File: src/design/spps_pkg.sv
`default_nettype none
package spps_pkg;

  localparam int STACK_DEPTH = 16;
  localparam int SP_W = $clog2(STACK_DEPTH + 1);
  localparam int SI_W = $clog2(STACK_DEPTH);
  localparam int MAX_EVENTS = 32;
  localparam int EC_W = $clog2(MAX_EVENTS);

  localparam logic [2:0] EV_CONSUME = 3'd0;
  localparam logic [2:0] EV_ENTER   = 3'd1;
  localparam logic [2:0] EV_RETURN  = 3'd2;
  localparam logic [2:0] EV_REJECT  = 3'd3;
  localparam logic [2:0] EV_OVFL    = 3'd4;

  localparam logic [5:0] NO_EDGE = 6'h3f;

  // Decision for one step of the automaton, from the datapath.
  typedef struct packed {
    logic [2:0] kind;
    logic [5:0] detail;
    logic       last;
  } spps_stat_t;

  typedef struct packed {
    logic load_tok;   // capture input token
    logic exec;       // commit current decision and load output reg
  } spps_cmd_t;

  // Token transition table: returns next state or NO_EDGE.
  function automatic logic [5:0] tok_next(input logic [1:0] m, input logic [4:0] s,
                                          input logic [5:0] t);
    logic [5:0] r;
    r = NO_EDGE;
    unique case (m)
      2'd0: begin
        case (s)
          5'd0: case (t) 6'd3, 6'd2, 6'd1, 6'd4: r = 6'd1; 6'd5: r = 6'd2; default: ; endcase
          5'd1: if (t == 6'd17) r = 6'd3;
          5'd2: if (t == 6'd19) r = 6'd4;
          5'd3: if (t == 6'd20) r = 6'd5;
          5'd4: case (t) 6'd3, 6'd2, 6'd1: r = 6'd6; 6'd23: r = 6'd8; 6'd21: r = 6'd7;
                  default: ; endcase
          5'd5: case (t) 6'd3, 6'd2, 6'd1: r = 6'd9; 6'd22: r = 6'd10; default: ; endcase
          5'd6: if (t == 6'd17) r = 6'd15;
          5'd7: if (t == 6'd23) r = 6'd8;
          5'd9: if (t == 6'd17) r = 6'd21;
          5'd10: if (t == 6'd19) r = 6'd11;
          5'd11: case (t) 6'd3, 6'd2, 6'd1: r = 6'd12; 6'd23: r = 6'd0; 6'd21: r = 6'd13;
                   6'd7: r = 6'd14; default: ; endcase
          5'd12: if (t == 6'd17) r = 6'd19;
          5'd13: case (t) 6'd23: r = 6'd0; 6'd7: r = 6'd14; default: ; endcase
          5'd15: case (t) 6'd21: r = 6'd7; 6'd24: r = 6'd17; default: ; endcase
          5'd16: if (t == 6'd21) r = 6'd18;
          5'd17: case (t) 6'd3, 6'd2, 6'd1: r = 6'd6; default: ; endcase
          5'd18: if (t == 6'd23) r = 6'd0;
          5'd19: case (t) 6'd21: r = 6'd13; 6'd24: r = 6'd20; default: ; endcase
          5'd20: case (t) 6'd3, 6'd2, 6'd1: r = 6'd12; default: ; endcase
          5'd21: case (t) 6'd22: r = 6'd10; 6'd24: r = 6'd22; default: ; endcase
          5'd22: case (t) 6'd3, 6'd2, 6'd1: r = 6'd9; default: ; endcase
          default: ;
        endcase
      end
      2'd1: begin
        case (s)
          5'd0: case (t) 6'd16: r = 6'd2; 6'd17: r = 6'd1; 6'd8: r = 6'd3; 6'd11: r = 6'd6;
                  6'd10: r = 6'd5; 6'd9: r = 6'd4; default: ; endcase
          5'd1: if (t == 6'd25) r = 6'd7;
          5'd2: if (t == 6'd17) r = 6'd16;
          5'd3: if (t == 6'd20) r = 6'd22;
          5'd4: if (t == 6'd20) r = 6'd27;
          5'd5: if (t == 6'd20) r = 6'd17;
          5'd6: if (t == 6'd20) r = 6'd8;
          5'd7: if (t == 6'd16) r = 6'd10;
          5'd8: if (t == 6'd36) r = 6'd11;
          5'd9: if (t == 6'd21) r = 6'd15;
          5'd10: if (t == 6'd17) r = 6'd12;
          5'd11: case (t) 6'd22: r = 6'd9; 6'd26: r = 6'd8; default: ; endcase
          5'd12: if (t == 6'd20) r = 6'd13;
          5'd13, 5'd14: if (t == 6'd22) r = 6'd9;
          5'd16: if (t == 6'd20) r = 6'd18;
          5'd17: case (t) 6'd3, 6'd2, 6'd1: r = 6'd19; default: ; endcase
          5'd19: if (t == 6'd24) r = 6'd21;
          5'd20: if (t == 6'd22) r = 6'd15;
          5'd21: if (t == 6'd17) r = 6'd14;
          5'd23: if (t == 6'd22) r = 6'd24;
          5'd24: if (t == 6'd19) r = 6'd25;
          5'd25: if (t == 6'd23) r = 6'd26;
          5'd26: if (t == 6'd12) r = 6'd28;
          5'd28: if (t == 6'd19) r = 6'd30;
          5'd29: if (t == 6'd22) r = 6'd28;
          5'd30: if (t == 6'd23) r = 6'd15;
          default: ;
        endcase
      end
      2'd2: begin
        case (s)
          5'd0: case (t) 6'd20: r = 6'd1; 6'd17, 6'd18: r = 6'd2; default: ; endcase
          5'd2: case (t) 6'd26, 6'd27, 6'd28, 6'd29: r = 6'd0; default: ; endcase
          5'd3: if (t == 6'd22) r = 6'd2;
          default: ;
        endcase
      end
      default: begin
        case (s)
          5'd0: if (t == 6'd38) r = 6'd2;
          5'd1: if (t >= 6'd30 && t <= 6'd35) r = 6'd3;
          default: ;
        endcase
      end
    endcase
    return r;
  endfunction

  // Call transition table: returns return state or NO_EDGE.
  function automatic logic [5:0] call_next(input logic [1:0] m, input logic [4:0] s,
                                           input logic [1:0] c);
    logic [5:0] r;
    r = NO_EDGE;
    unique case ({m, s, c})
      {2'd0, 5'd4, 2'd1}:  r = 6'd7;
      {2'd0, 5'd7, 2'd1}:  r = 6'd7;
      {2'd0, 5'd11, 2'd1}: r = 6'd13;
      {2'd0, 5'd13, 2'd1}: r = 6'd13;
      {2'd0, 5'd14, 2'd2}: r = 6'd16;
      {2'd1, 5'd7, 2'd2}:  r = 6'd9;
      {2'd1, 5'd8, 2'd3}:  r = 6'd11;
      {2'd1, 5'd13, 2'd2}: r = 6'd14;
      {2'd1, 5'd18, 2'd2}: r = 6'd20;
      {2'd1, 5'd22, 2'd3}: r = 6'd23;
      {2'd1, 5'd25, 2'd1}: r = 6'd25;
      {2'd1, 5'd27, 2'd3}: r = 6'd29;
      {2'd1, 5'd30, 2'd1}: r = 6'd30;
      {2'd2, 5'd1, 2'd2}:  r = 6'd3;
      {2'd3, 5'd0, 2'd2}:  r = 6'd1;
      {2'd3, 5'd3, 2'd2}:  r = 6'd2;
      default: ;
    endcase
    return r;
  endfunction

  function automatic logic is_final(input logic [1:0] m, input logic [4:0] s);
    logic [31:0] mk;
    unique case (m)
      2'd0: mk = 32'h0000_0100;
      2'd1: mk = 32'h0400_8000;
      2'd2: mk = 32'h0000_0004;
      default: mk = 32'h0000_0006;
    endcase
    return mk[s];
  endfunction

  // Machine may begin on token (machine 3 starts with a call).
  function automatic logic can_start(input logic [1:0] m, input logic [5:0] t);
    return (tok_next(m, 5'd0, t) != NO_EDGE) || (m == 2'd3);
  endfunction

endpackage
`default_nettype wire

File: src/design/spps_dp.sv
`default_nettype none
module spps_dp import spps_pkg::*; (
  input  wire logic       clk,
  input  wire logic       rst_n,
  input  wire logic [5:0] in_tok,
  input  wire spps_cmd_t  cmd,
  output spps_stat_t      stat,
  output logic [2:0]      ev_kind,
  output logic [1:0]      ev_mach,
  output logic [4:0]      ev_state,
  output logic [5:0]      ev_detail,
  output logic            ev_last
);

  logic [5:0]    tok_r;
  logic [1:0]    mach_r;
  logic [4:0]    st_r;
  logic [SP_W-1:0] lvl_r;
  logic [EC_W-1:0] cnt_r;
  logic [6:0]    stk_r [STACK_DEPTH];
  logic [6:0]    top_w;

  logic [5:0] tn, cn;
  logic [1:0] callee;
  logic       found;

  // Pick the step's outcome.
  always_comb begin
    tn = tok_next(mach_r, st_r, tok_r);
    found = 1'b0;
    callee = 2'd0;
    for (int i = 3; i >= 0; i--) begin
      if (can_start(2'(i), tok_r) && call_next(mach_r, st_r, 2'(i)) != NO_EDGE) begin
        found = 1'b1;
        callee = 2'(i);
      end
    end
    cn = call_next(mach_r, st_r, callee);
    top_w = stk_r[SI_W'(lvl_r - 1'b1)];
    if (cnt_r == EC_W'(MAX_EVENTS - 1)) begin
      stat = '{kind: EV_REJECT, detail: tok_r, last: 1'b1};
    end else if (tn != NO_EDGE) begin
      stat = '{kind: EV_CONSUME, detail: tok_r, last: 1'b1};
    end else if (found && lvl_r == SP_W'(STACK_DEPTH)) begin
      stat = '{kind: EV_OVFL, detail: {4'd0, callee}, last: 1'b1};
    end else if (found) begin
      stat = '{kind: EV_ENTER, detail: {4'd0, callee}, last: 1'b0};
    end else if (is_final(mach_r, st_r) && lvl_r != '0) begin
      stat = '{kind: EV_RETURN, detail: {4'd0, top_w[6:5]}, last: 1'b0};
    end else begin
      stat = '{kind: EV_REJECT, detail: tok_r, last: 1'b1};
    end
  end

  // Control registers of the automaton.
  always_ff @(posedge clk) begin
    if (!rst_n) begin
      mach_r <= '0;
      st_r <= '0;
      lvl_r <= '0;
      cnt_r <= '0;
    end else if (cmd.load_tok) begin
      cnt_r <= '0;
    end else if (cmd.exec) begin
      cnt_r <= cnt_r + 1'b1;
      unique case (stat.kind)
        EV_CONSUME: st_r <= tn[4:0];
        EV_ENTER: begin
          lvl_r <= lvl_r + 1'b1;
          mach_r <= callee;
          st_r <= '0;
        end
        EV_RETURN: begin
          lvl_r <= lvl_r - 1'b1;
          mach_r <= top_w[6:5];
          st_r <= top_w[4:0];
        end
        default: ;
      endcase
    end
  end

  // Token, stack and event payload.
  always_ff @(posedge clk) begin
    if (cmd.load_tok) tok_r <= in_tok;
    if (cmd.exec) begin
      if (stat.kind == EV_ENTER) stk_r[SI_W'(lvl_r)] <= {mach_r, cn[4:0]};
      ev_kind <= stat.kind;
      ev_mach <= mach_r;
      ev_state <= st_r;
      ev_detail <= stat.detail;
      ev_last <= stat.last;
    end
  end

endmodule
`default_nettype wire

File: src/design/spps_ctrl.sv
`default_nettype none
module spps_ctrl import spps_pkg::*; (
  input  wire logic clk,
  input  wire logic rst_n,
  input  wire logic in_valid,
  output logic      in_stall,
  output logic      out_valid,
  input  wire logic out_stall,
  input  wire spps_stat_t stat,
  output spps_cmd_t cmd
);

  typedef enum logic [1:0] {S_IDLE, S_RUN, S_OUT} state_t;
  state_t state_r;
  logic   last_r;

  assign in_stall = (state_r != S_IDLE);
  assign out_valid = (state_r == S_OUT);
  assign cmd.load_tok = (state_r == S_IDLE) && in_valid;
  assign cmd.exec = (state_r == S_RUN);

  // One event per step; hold each until taken.
  always_ff @(posedge clk) begin
    if (!rst_n) begin
      state_r <= S_IDLE;
      last_r <= 1'b0;
    end else begin
      unique case (state_r)
        S_IDLE: if (in_valid) state_r <= S_RUN;
        S_RUN: begin
          last_r <= stat.last;
          state_r <= S_OUT;
        end
        S_OUT: if (!out_stall) state_r <= last_r ? S_IDLE : S_RUN;
        default: state_r <= S_IDLE;
      endcase
    end
  end

  a_out_hold: assert property (@(posedge clk) disable iff (!rst_n)
    state_r == S_OUT && out_stall |=> state_r == S_OUT) else $error("event dropped");
  a_run_once: assert property (@(posedge clk) disable iff (!rst_n)
    state_r == S_RUN |=> state_r == S_OUT) else $error("step without event");
  a_no_take: assert property (@(posedge clk) disable iff (!rst_n)
    state_r != S_IDLE |-> !cmd.load_tok) else $error("token taken while busy");

endmodule
`default_nettype wire

File: src/design/structured_pushdown_parser_step_top.sv
`default_nettype none
// Structured pushdown parser step: one token in, one to 32 events out.
// Each event is decided and committed in S_RUN, then presented in S_OUT until taken;
// a consumed token with no calls passes S_RUN and S_OUT before the next accept.
// Throughput is set by the single shared table-lookup step, one event per pass.
// Synchronous active-low reset: machine 0, state 0, empty return stack.
module structured_pushdown_parser_step_top import spps_pkg::*; (
  input  wire logic       clk,
  input  wire logic       rst_n,
  input  wire logic       in_valid,
  output logic            in_stall,
  input  wire logic [5:0] in_token_code,
  output logic            out_valid,
  input  wire logic       out_stall,
  output logic [2:0]      out_event_kind,
  output logic [1:0]      out_machine_num,
  output logic [4:0]      out_state_num,
  output logic [5:0]      out_detail,
  output logic            out_last_event
);

  spps_cmd_t  cmd;
  spps_stat_t stat;

  spps_ctrl u_ctrl (
    .clk, .rst_n, .in_valid, .in_stall, .out_valid, .out_stall, .stat, .cmd
  );

  spps_dp u_dp (
    .clk, .rst_n, .in_tok(in_token_code), .cmd, .stat,
    .ev_kind(out_event_kind), .ev_mach(out_machine_num), .ev_state(out_state_num),
    .ev_detail(out_detail), .ev_last(out_last_event)
  );

endmodule
`default_nettype wire
File: config.mk
export PLATFORM = sky130hd
export DESIGN_NAME = structured_pushdown_parser_step_top
export DESIGN_NICKNAME = d
export VERILOG_FILES = /design/src/design/spps_pkg.sv /design/src/design/spps_dp.sv /design/src/design/spps_ctrl.sv /design/src/design/structured_pushdown_parser_step_top.sv
export SDC_FILE = /design/constraint.sdc
export NUM_CORES = 1
export LEC_CHECK = 0
export BUFFER_PORTS_ARGS = -buffer_cell sky130_fd_sc_hd__buf_4
export CAP_MARGIN = 20
export CORE_MARGIN = 8
export CORE_UTILIZATION = 55
export CTS_BUF_LIST = sky130_fd_sc_hd__clkbuf_8
export CTS_CLUSTER_SIZE = 8
export DETAILED_ROUTE_END_ITERATION = 10
export PLACE_DENSITY_LB_ADDON = 0.1
export REMOVE_ABC_BUFFERS = 1
export SYNTH_ARGS = -nofsm -noshare
export SYNTH_HDL_FRONTEND = slang
export SYNTH_SLANG_ARGS = --single-unit
export TNS_END_PERCENT = 5
File: constraint.sdc
create_clock -name clk -period 5.3 [get_ports clk]
set_clock_uncertainty 0.1 [all_clocks]
set_input_delay 0.265 -clock clk [delete_from_list [all_inputs] [get_ports clk]]
set_output_delay 0.265 -clock clk [all_outputs]
set_load 0.01 [all_outputs]
==> key figures <==
Floorplan
  • # rows: 47
  • Die Wd: ~140 um
  • Die area: approximately 0.021 mm2
  • Number of placed I/O pins: 29
  • Core Area: about 0.016 mm2
  • Starting Density: 0.553
  • Die Height: about 140 um

Setup path
  • Worst Path Buf+Inv: 1
  • CP Launch Type: register
  • CP delay by family, top: simple AND/OR/NAND/NOR gates
  • Capturing point of the worst reg2reg path: u_dp.stk_r[5][2]$_DFFE_PP_
  • R2r setup slk: ~0.37 ns
  • Worst path max stage delay: around 0.92 ns
  • CP max FO: 22
  • Crit. End Element: register
  • Crit Path Class: reg -> reg
  • Slowest stage cell, crit path: nor4b_4
  • Worst EP required: 5.38 ns
  • RR Startpoint: u_dp.tok_r[2]$_DFFE_PP_
  • CP cell instances: nor4b_4 > nand2_1 > o21a_1 > or4_4 > nor4_1 > o221ai_2 > nand3_2 > buf_4 > nor4_1 > and4b_1
  • Most frequent CP cell: nor4_1
  • R2r worst-path depth: 10
  • WP data arrival: roughly 5 ns

STA
  • Slew @ Worst Pin: between 1 and 1.5 ns
  • F_max: slightly above 200 MHz
  • Setup violators final: 0
  • Hold Vio Cnt, Final: 0
  • Rel. slew slack: 0.204
  • RSZ-0062 raised after global routing: no
  • Setup TNS: 0 ns
  • Min Tclk post-route: between 4 and 5 ns
  • Fin crit share: 0.930
  • Final Max Slew Viols: 0

Final layout
  • Layout area overhead: 11.4%
  • Final core occ: 0.616
  • Share of cells above drive strength 1: 0.211
  • Finished Layout Cells: 1,070
  • Nets@finish: approximately 850
  • Ant. Diodes: 0
  • Layout fillers: approximately 1,300

Hold path
  • Hold Path Depth: 3
  • Hold Crit Class: in -> reg
  • Min-delay src: rst_n
  • Hold path endpoint: u_dp.st_r[2]$_SDFFE_PN0P_

Global routing
  • GRT Total Usage: 0.318
  • Antenna violations before repair: 0
  • Pin count of the biggest net entering global routing: between 40 and 50
  • Vias in the first global route: 7,423
  • Grt ovf: 0
  • First-pass GRT wire length: around 48,000 um

Placed design
  • Post-Place Cells: between 1,000 and 1,500
  • Routability cong.: roughly 1.0
  • I/O Buffers: 28
  • Hpwl dp: between 20,000 and 25,000 um

Route
  • Antenna Violating Nets Remaining: 0
  • Wl on met1: 11,700 um
  • WL final: between 30,000 and 40,000 um
  • Met3 WL: ~3300 um
  • # DRC: 0
  • Top layer in use: met4
  • DRT Pass-1 Iters: 6
  • DR WL met2: 15,200 um
  • Initial DRC count: around 1,300
  • DR WL/cell: a little over 30 um
  • Vias per inst: roughly 7.3
  • DR vias: 7,806

Logic synthesis
  • Synth Flop Type: edfxtp_1
  • Mapped Area: ~0.009 mm2
  • Sequential fraction of the synthesis area: 0.493
  • Number of synthesized register bits: between 150 and 200
  • Syn Area/Cell: 11.3 um2
  • Post-synthesis cell count: 800
  • Cell variety after synth: 95
  • Ys async rst share: 0
  • Most instantiated cells after synthesis: edfxtp_1 (135), nor2_1 (69), nand2_1 (51), a21oi_1 (40), o21ai_0 (37)
  • Area contributors post-synth: edfxtp_1 (45%), mux4_2 (7.7%), dfxtp_1 (4.4%)
  • Ys Warns: 0
  • Most common cell in the netlist: edfxtp_1
  • Biggest area consumer among synthesized cells: edfxtp_1
  • EDFF count, synth: between 100 and 150
  • Post-synth top area share: 0.449

CTS
  • Setup bufs post-CTS: 0
  • Clk sinks: about 160
  • CTS root buffer: clkbuf_8
  • Max Root-Sink Buffers: 2
  • CTS tree: done
  • Skew-Pair Late Insertion Delay: 0.47 ns
  • CTS buffer count: 17
  • CTS H-tree lvls: 4
  • Post_cts resized: 0
  • CTS Hold Bufs: 8
  • Worst-path clk slew: roughly 0.09 ns

Outcome
  • Status: finished clean

Pwr
  • Peak supply drop: a little over 0.3 mV
  • Leakage: 3.29 nW
  • Cell area power density: about 500 mW/mm2

Run
  • Max_cap viols: 0
report_power, final:
group | switching (mW) | internal, mW
clock | 0.501 | 0.439
combinational | 1.64 | 0.808
sequential | 0.138 | 1.39
flip-flops by register name (all words and copies together) (netlist names), 2 cells and up:
| register | count |
|---|---|
| u_dp.ev_detail | 6 |
| u_ctrl.state_r | 2 |
| u_dp.tok_r | 6 |
| u_dp.st_r | 5 |
| u_dp.lvl_r | 5 |
| u_dp.cnt_r | 5 |
| u_dp.stk_r | 112 |
| u_dp.ev_mach | 2 |
| u_dp.ev_kind | 3 |
| u_dp.ev_state | 5 |
| u_dp.mach_r | 2 |
area by class of cell:
class                           count  area (um2)  share of cell area
Timing Repair Buffer               84         651              0.0646
Multi-Input combinational cell    563        4220               0.419
Clock buffer                       17         234              0.0232
Clock inverter                     15         178              0.0176
Sequential cell                   155        4460               0.443
Tap cell                          220         275              0.0273
Inverter                           16        60.1             0.00596
kinds of logic (layout without fill, tap and decap cells):
group / Yosys count / after routing / synth area share
and+or+nand+nor: 288 / 288 / 0.178
DFF: 155 / 155 / 0.493
adders and majority gates: 7 / 7 / 0.00969
AOI/OAI and AO/OA: 208 / 208 / 0.169
xor gates and xnor gates: 14 / 14 / 0.0136
muxes: 46 / 46 / 0.0943
buffers and inverters: 82 / 132 / 0.0422
worst max-delay path by stage:
stage                     cells after the start                 startpoint                    endpoint  slack, ns
after global placement                       10    u_dp.tok_r[2]$_DFFE_PP_  u_dp.stk_r[4][1]$_DFFE_PP_       0.60
after floorplan                               9  u_dp.st_r[0]$_SDFFE_PN0P_  u_dp.stk_r[8][0]$_DFFE_PP_       0.74
final                                        10    u_dp.tok_r[2]$_DFFE_PP_  u_dp.stk_r[5][2]$_DFFE_PP_       0.37
after detailed placement                     10    u_dp.tok_r[2]$_DFFE_PP_  u_dp.stk_r[6][3]$_DFFE_PP_       0.57
after CTS                                    10    u_dp.tok_r[2]$_DFFE_PP_  u_dp.stk_r[4][2]$_DFFE_PP_       0.55
after global routing                         10    u_dp.tok_r[4]$_DFFE_PP_  u_dp.stk_r[5][4]$_DFFE_PP_       0.35
metal layers:
layer / vias up / GRT usage
li1: 3235 / -
met1: 3755 / 0.391
met2: 672 / 0.512
met3: 144 / 0.0713
met4: 0 / 0.178
met5: - / 0
per-stage QoR:
stage	area [um2]	setup slack (ns)	hold WS (ns)	total power, mW
detailed placement	9580	0.565	0.347	3.85
CTS	10100	0.547	0.00809	4.79
finish	10100	0.372	0.0346	4.91
global placement	9580	0.599	0.345	3.92
floorplan	8710	0.743	0.264	2.95
global route	10100	0.355	0.0189	5.08
worst reg2reg max path, cell delays in order (launching register included):
cell	delay [ns]
edfxtp_1	0.75
nor4b_4	0.92
nand2_1	0.38
o21a_1	0.32
or4_4	0.56
nor4_1	0.56
o221ai_2	0.28
nand3_2	0.14
buf_4	0.19
nor4_1	0.11
and4b_1	0.35
cell usage in the layout (no fill, tap or decap), drive strengths merged, types with 9 or more instances in the layout:
master,count
o21ai,41
a211oi,15
dfxtp,20
mux2i,12
mux4,31
nand2,51
nand2b,13
nor2b,13
buf,76
or2,9
nor2,71
a31oi,13
clkbuf,17
nor4,10
and2,9
edfxtp,135
inv,24
a21oi,40
nand3,36
nor3,19
Power figures use the tool's default switching activity.
